## config.mk

```make
export PLATFORM = sky130hd
export DESIGN_NAME = cswrl_ram
export DESIGN_NICKNAME = d
export VERILOG_FILES = /design/src/sv/cswrl_pkg.sv /design/src/sv/cswrl_ram.sv
export SDC_FILE = /design/constraint.sdc
export NUM_CORES = 2
export LEC_CHECK = 0
export BUFFER_PORTS_ARGS = -buffer_cell sky130_fd_sc_hd__buf_2
export CORE_ASPECT_RATIO = 0.5
export CORE_MARGIN = 3
export CORE_UTILIZATION = 35
export CTS_BUF_LIST = sky130_fd_sc_hd__clkbuf_8
export CTS_CLUSTER_DIAMETER = 150
export DETAILED_ROUTE_END_ITERATION = 10
export PLACE_DENSITY_LB_ADDON = 0.05
export SKIP_CTS_REPAIR_TIMING = 1
export SLEW_MARGIN = 20
export SYNTH_ARGS = -nofsm -noshare
export SYNTH_HDL_FRONTEND = slang
export SYNTH_SLANG_ARGS = --single-unit
```

## constraint.sdc

```tcl
create_clock -name clk -period 2.5 [get_ports clk]
set_clock_uncertainty 0.05 [all_clocks]
set_input_delay 0.375 -clock clk [delete_from_list [all_inputs] [get_ports clk]]
set_output_delay 0.375 -clock clk [all_outputs]
set_load 0.01 [all_outputs]
```

## src/sv/cswrl_pkg.sv

```systemverilog
// Shared widths, command and verdict codes and register indexes of the
// client sliding-window rate limiter.
// No dependencies; imported by the RAM, the core and the checker.
`default_nettype none

package cswrl_pkg;

  // Default sizing of the client table and of the bucket ring.
  localparam int CLIENTS_DEF = 256;
  localparam int BUCKETS_DEF = 8;

  // Field widths fixed by the interface.
  localparam int CMD_W      = 2;
  localparam int SLOT_W     = 8;
  localparam int TICK_W     = 32;
  localparam int VERDICT_W  = 2;
  localparam int CNT_W      = 16;
  localparam int STAMP_W    = 32;
  localparam int CFG_IDX_W  = 4;
  localparam int CFG_DATA_W = 16;

  // Event commands.
  localparam logic [CMD_W-1:0] CMD_OPEN    = 2'd0;
  localparam logic [CMD_W-1:0] CMD_CLOSE   = 2'd1;
  localparam logic [CMD_W-1:0] CMD_REQUEST = 2'd2;

  // Verdicts.
  localparam logic [VERDICT_W-1:0] V_PASS    = 2'd0;
  localparam logic [VERDICT_W-1:0] V_BLOCK   = 2'd1;
  localparam logic [VERDICT_W-1:0] V_NO_CONN = 2'd2;

  // Configuration register indexes.
  localparam logic [CFG_IDX_W-1:0] REG_REQ_RATE  = 4'd0;
  localparam logic [CFG_IDX_W-1:0] REG_REQ_BURST = 4'd1;
  localparam logic [CFG_IDX_W-1:0] REG_CONN_RATE = 4'd2;
  localparam logic [CFG_IDX_W-1:0] REG_CONN_MAX  = 4'd3;

endpackage

`default_nettype wire

```

## src/sv/cswrl_ram.sv

```systemverilog
// Generic single-write, single-read synchronous RAM with a registered read.
// Depends on cswrl_pkg for its default width and depth.
`default_nettype none

module cswrl_ram
  import cswrl_pkg::*;
#(
  parameter int WIDTH = CNT_W,
  parameter int DEPTH = CLIENTS_DEF
) (
  input  wire logic                     clk,
  input  wire logic                     we,
  input  wire logic [$clog2(DEPTH)-1:0] waddr,
  input  wire logic [WIDTH-1:0]         wdata,
  input  wire logic                     re,
  input  wire logic [$clog2(DEPTH)-1:0] raddr,
  output logic      [WIDTH-1:0]         rdata
);

  logic [WIDTH-1:0] mem [DEPTH];

  // One write port; the read data register holds until the next read.
  always_ff @(posedge clk) begin
    if (we) begin
      mem[waddr] <= wdata;
    end
    if (re) begin
      rdata <= mem[raddr];
    end
  end

endmodule

`default_nettype wire

```

==> reports/metrics.yaml <==
max-clock-path-buffers: 4
report.final.slew_viol_count: 0
cp-start-kind: "input port"
cp-end-kind: "flip-flop"
ys_ff_latch: 4112
drv_cap: 0
place_congestion: 0.832
layout-drive-gt1-share: 0.335
clock.fmax_mhz: 345
cts_made_buffers: 623
nets: 8824
hold_ws_ns: 0.118
io_pins: 51
overflow: 0
syn_inst: 7360
critPathMaxFanout: 22
crit_chain: "buf_12 > buf_12 > buf_4 > buf_12 > buf_4 > buf_4 > mux4_2 > o22ai_1 > nor3_1 > nor3_1 > buf_4 > nor4_2"
finalSetupViolCount: 16
initial_core_util: 0.353
drt_iter0_markers: 9223
cts_tree: "built"
pwr_density_cell_nw_per_um2: 717
hp-class: "input port to flip-flop"
place_hpwl_mm: 324
ant_nets: 0
die_w_um: 959
yosysWarnings: 0
setup_ws_ns: -0.396
ys_top_cells_by_area: "edfxtp_1 (78%), mux4_2 (11%), mux2i_1 (3.6%), o221ai_1 (1.4%), nor2_1 (0.72%)"
grt_pass1_vias: 85600
synth.net_count: 7395
required_ns: 3.28
synth_top_area_cell: "edfxtp_1"
area_growth_pct: 19.9
status: "finished, violations left"
synth_flop_cell: "edfxtp_1"
grt_use_total: 0.218
synth_seq_area_share: 0.777
clock-sinks: 4112
first_pass_iters: 6
clock_latency_ns: 1.12
crit_path_max_incr_delay_ns: 0.70
coreArea_um2: 451000
cp_common_cell: "buf_4"
fillers: 39300
crit_buf_inv: 7
violations: "setup timing"
finalCritPeriodShare: 1.16
io_buffer_count: 50
die-area_um2: 463000
grt_antenna_before_repair: 52
hold_viol: 0
crit_path_top_delay_cell: "nor3_1"
synth_async_sr_flop_share: 0
vias_per_cell: 5.41
rsz0062_at_grt: "true"
fin_crit_ns: 2.90
grt_pass1_wl_mm: 703
htreeDepth: 6
totalWireLength_mm: 512
synth_edf_count: 4112
drc: 0
slew_headroom: 0.276
leakagePower_nw: 61.9
syn-cell-area_um2: 159000
critPathArrivalTime_ns: 3.67
die-height_um: 482
path_class: "input port to flip-flop"
synth_cell_type_count: 51
routedWlPerCell_um: 33.6
fp-row-count: 174
yosys.area.top_type_share: 0.777
crit_family: "buffers and inverters"
syn_area_per_cell_um2: 21.6
ir_drop_mv: 0.348
grt_start_max_net_pins: 102
cts_root_buf: "clkbuf_8"
final_core_util: 0.423
worst_slew_pin_slew_ns: 1.08
vias: 82400
path_clk_slew_ns: 0.07
[cells in the final DEF (no fill, tap or decap), types with 10 or more instances in the layout]
master	n
clkinv_1	132
a22o_4	16
inv_1	210
mux4_2	797
mux2_2	78
and3_1	11
o22ai_1	148
nor2_1	171
a22oi_1	33
nor2_2	132
clkinvlp_4	18
o21ai_0	37
nand2_1	30
clkinv_2	56
nor4_2	13
buf_4	775
buf_8	17
buf_6	16
nand4_1	26
mux2i_1	565
a22oi_2	10
a221oi_1	21
edfxtp_1	4112
o31ai_1	14
o32ai_4	14
clkbuf_8	641
diode_2	13
buf_12	400
nand3_1	26
a21oi_1	175
a22o_1	11
nor3_1	88
mux2_4	10
buf_2	27
a211oi_1	18
dlygate4sd3_1	20
o221ai_1	252
[through the flow]
stage | instances | TNS [ns] | area (um^2) | total power, W | setup WS [ns]
after floorplan | 7360 | -126.92 | 159000 | 0.0814 | -0.0900
after global placement | 14100 | -18.57 | 179000 | 0.0864 | -1.56
after CTS | 15200 | -5.47 | 190000 | 0.138 | -0.757
after global routing | 15200 | -2.61 | 190000 | 0.142 | -0.472
final | 15200 | -1.61 | 190000 | 0.137 | -0.396
after detailed placement | 14100 | -18.63 | 179000 | 0.0865 | -1.60
[registers in the layout, summed over array words and instances (netlist names)]
name	cells
mem	4096
rdata	16
[synth_stat cells (9+ instances only)]
library cell,n
edfxtp_1,4112
mux4_2,797
mux2i_1,565
nor2_1,304
o221ai_1,252
clkbuf_1,230
a21oi_1,175
o22ai_1,148
nor3_1,92
mux2_2,88
buf_6,77
buf_2,76
a22oi_1,43
nand2_1,38
o21ai_0,37
nand3_1,35
a22o_1,32
a221oi_1,28
buf_1,27
buf_4,26
nand4_1,26
o32ai_1,20
a211oi_1,18
nor4_1,17
o31ai_1,16
and3_1,11
buf_8,11
nor2b_1,9
[routing by layer]
metal	track usage	wire length, um	vias up
li1	-	-	34300
met1	0.321	233000	44700
met2	0.344	236000	2734
met3	0.0355	31300	690
met4	0.0488	12100	4
met5	0	21	-
[kinds of logic (layout without fill, tap and decap cells)]
family / after synthesis / count (layout) / share of synthesized area
compound gates: 786 / 786 / 0.0353
mux: 1450 / 1450 / 0.155
other cells: 0 / 13 / 0
simple gates: 556 / 556 / 0.0157
buf+inv: 456 / 2339 / 0.0169
flops: 4112 / 4112 / 0.777
[layout make-up]
type	instances	area [um^2]	area share
Sequential cell	4112	123000	0.648
Multi-Input combinational cell	2792	33900	0.178
Timing Repair Buffer	1256	14600	0.0767
Clock buffer	640	8810	0.0463
Tap cell	5984	7490	0.0393
Clock inverter	439	2130	0.0112
Antenna cell	13	32.5	0.000171
Inverter	4	27.5	0.000145
[tightest hold or removal path, cell delays in order]
cell     delay [ns]
buf_2          0.16
nand4_1        0.12
buf_4          0.19
nor2_1         0.09
buf_12         0.16
[power by group]
part	switching, W	internal (W)	total (W)
Combinational	0.00547	0.00353	0.00900
Clock	0.0267	0.0247	0.0514
Sequential	0.000103	0.0760	0.0761
[path summary, 6_finish.rpt]
kind	from	end	slack [ns]	depth (start not counted)
worst min-delay path	waddr[3]	mem[175][2]	0.12	5
worst min register to register	mem[105][13]	rdata[13]	1.17	5
worst max-delay path	raddr[0]	rdata[5]	-0.40	12
worst max register to register	mem[22][5]	rdata[5]	-0.30	5
Note: power is estimated with default switching activity, not from simulation.
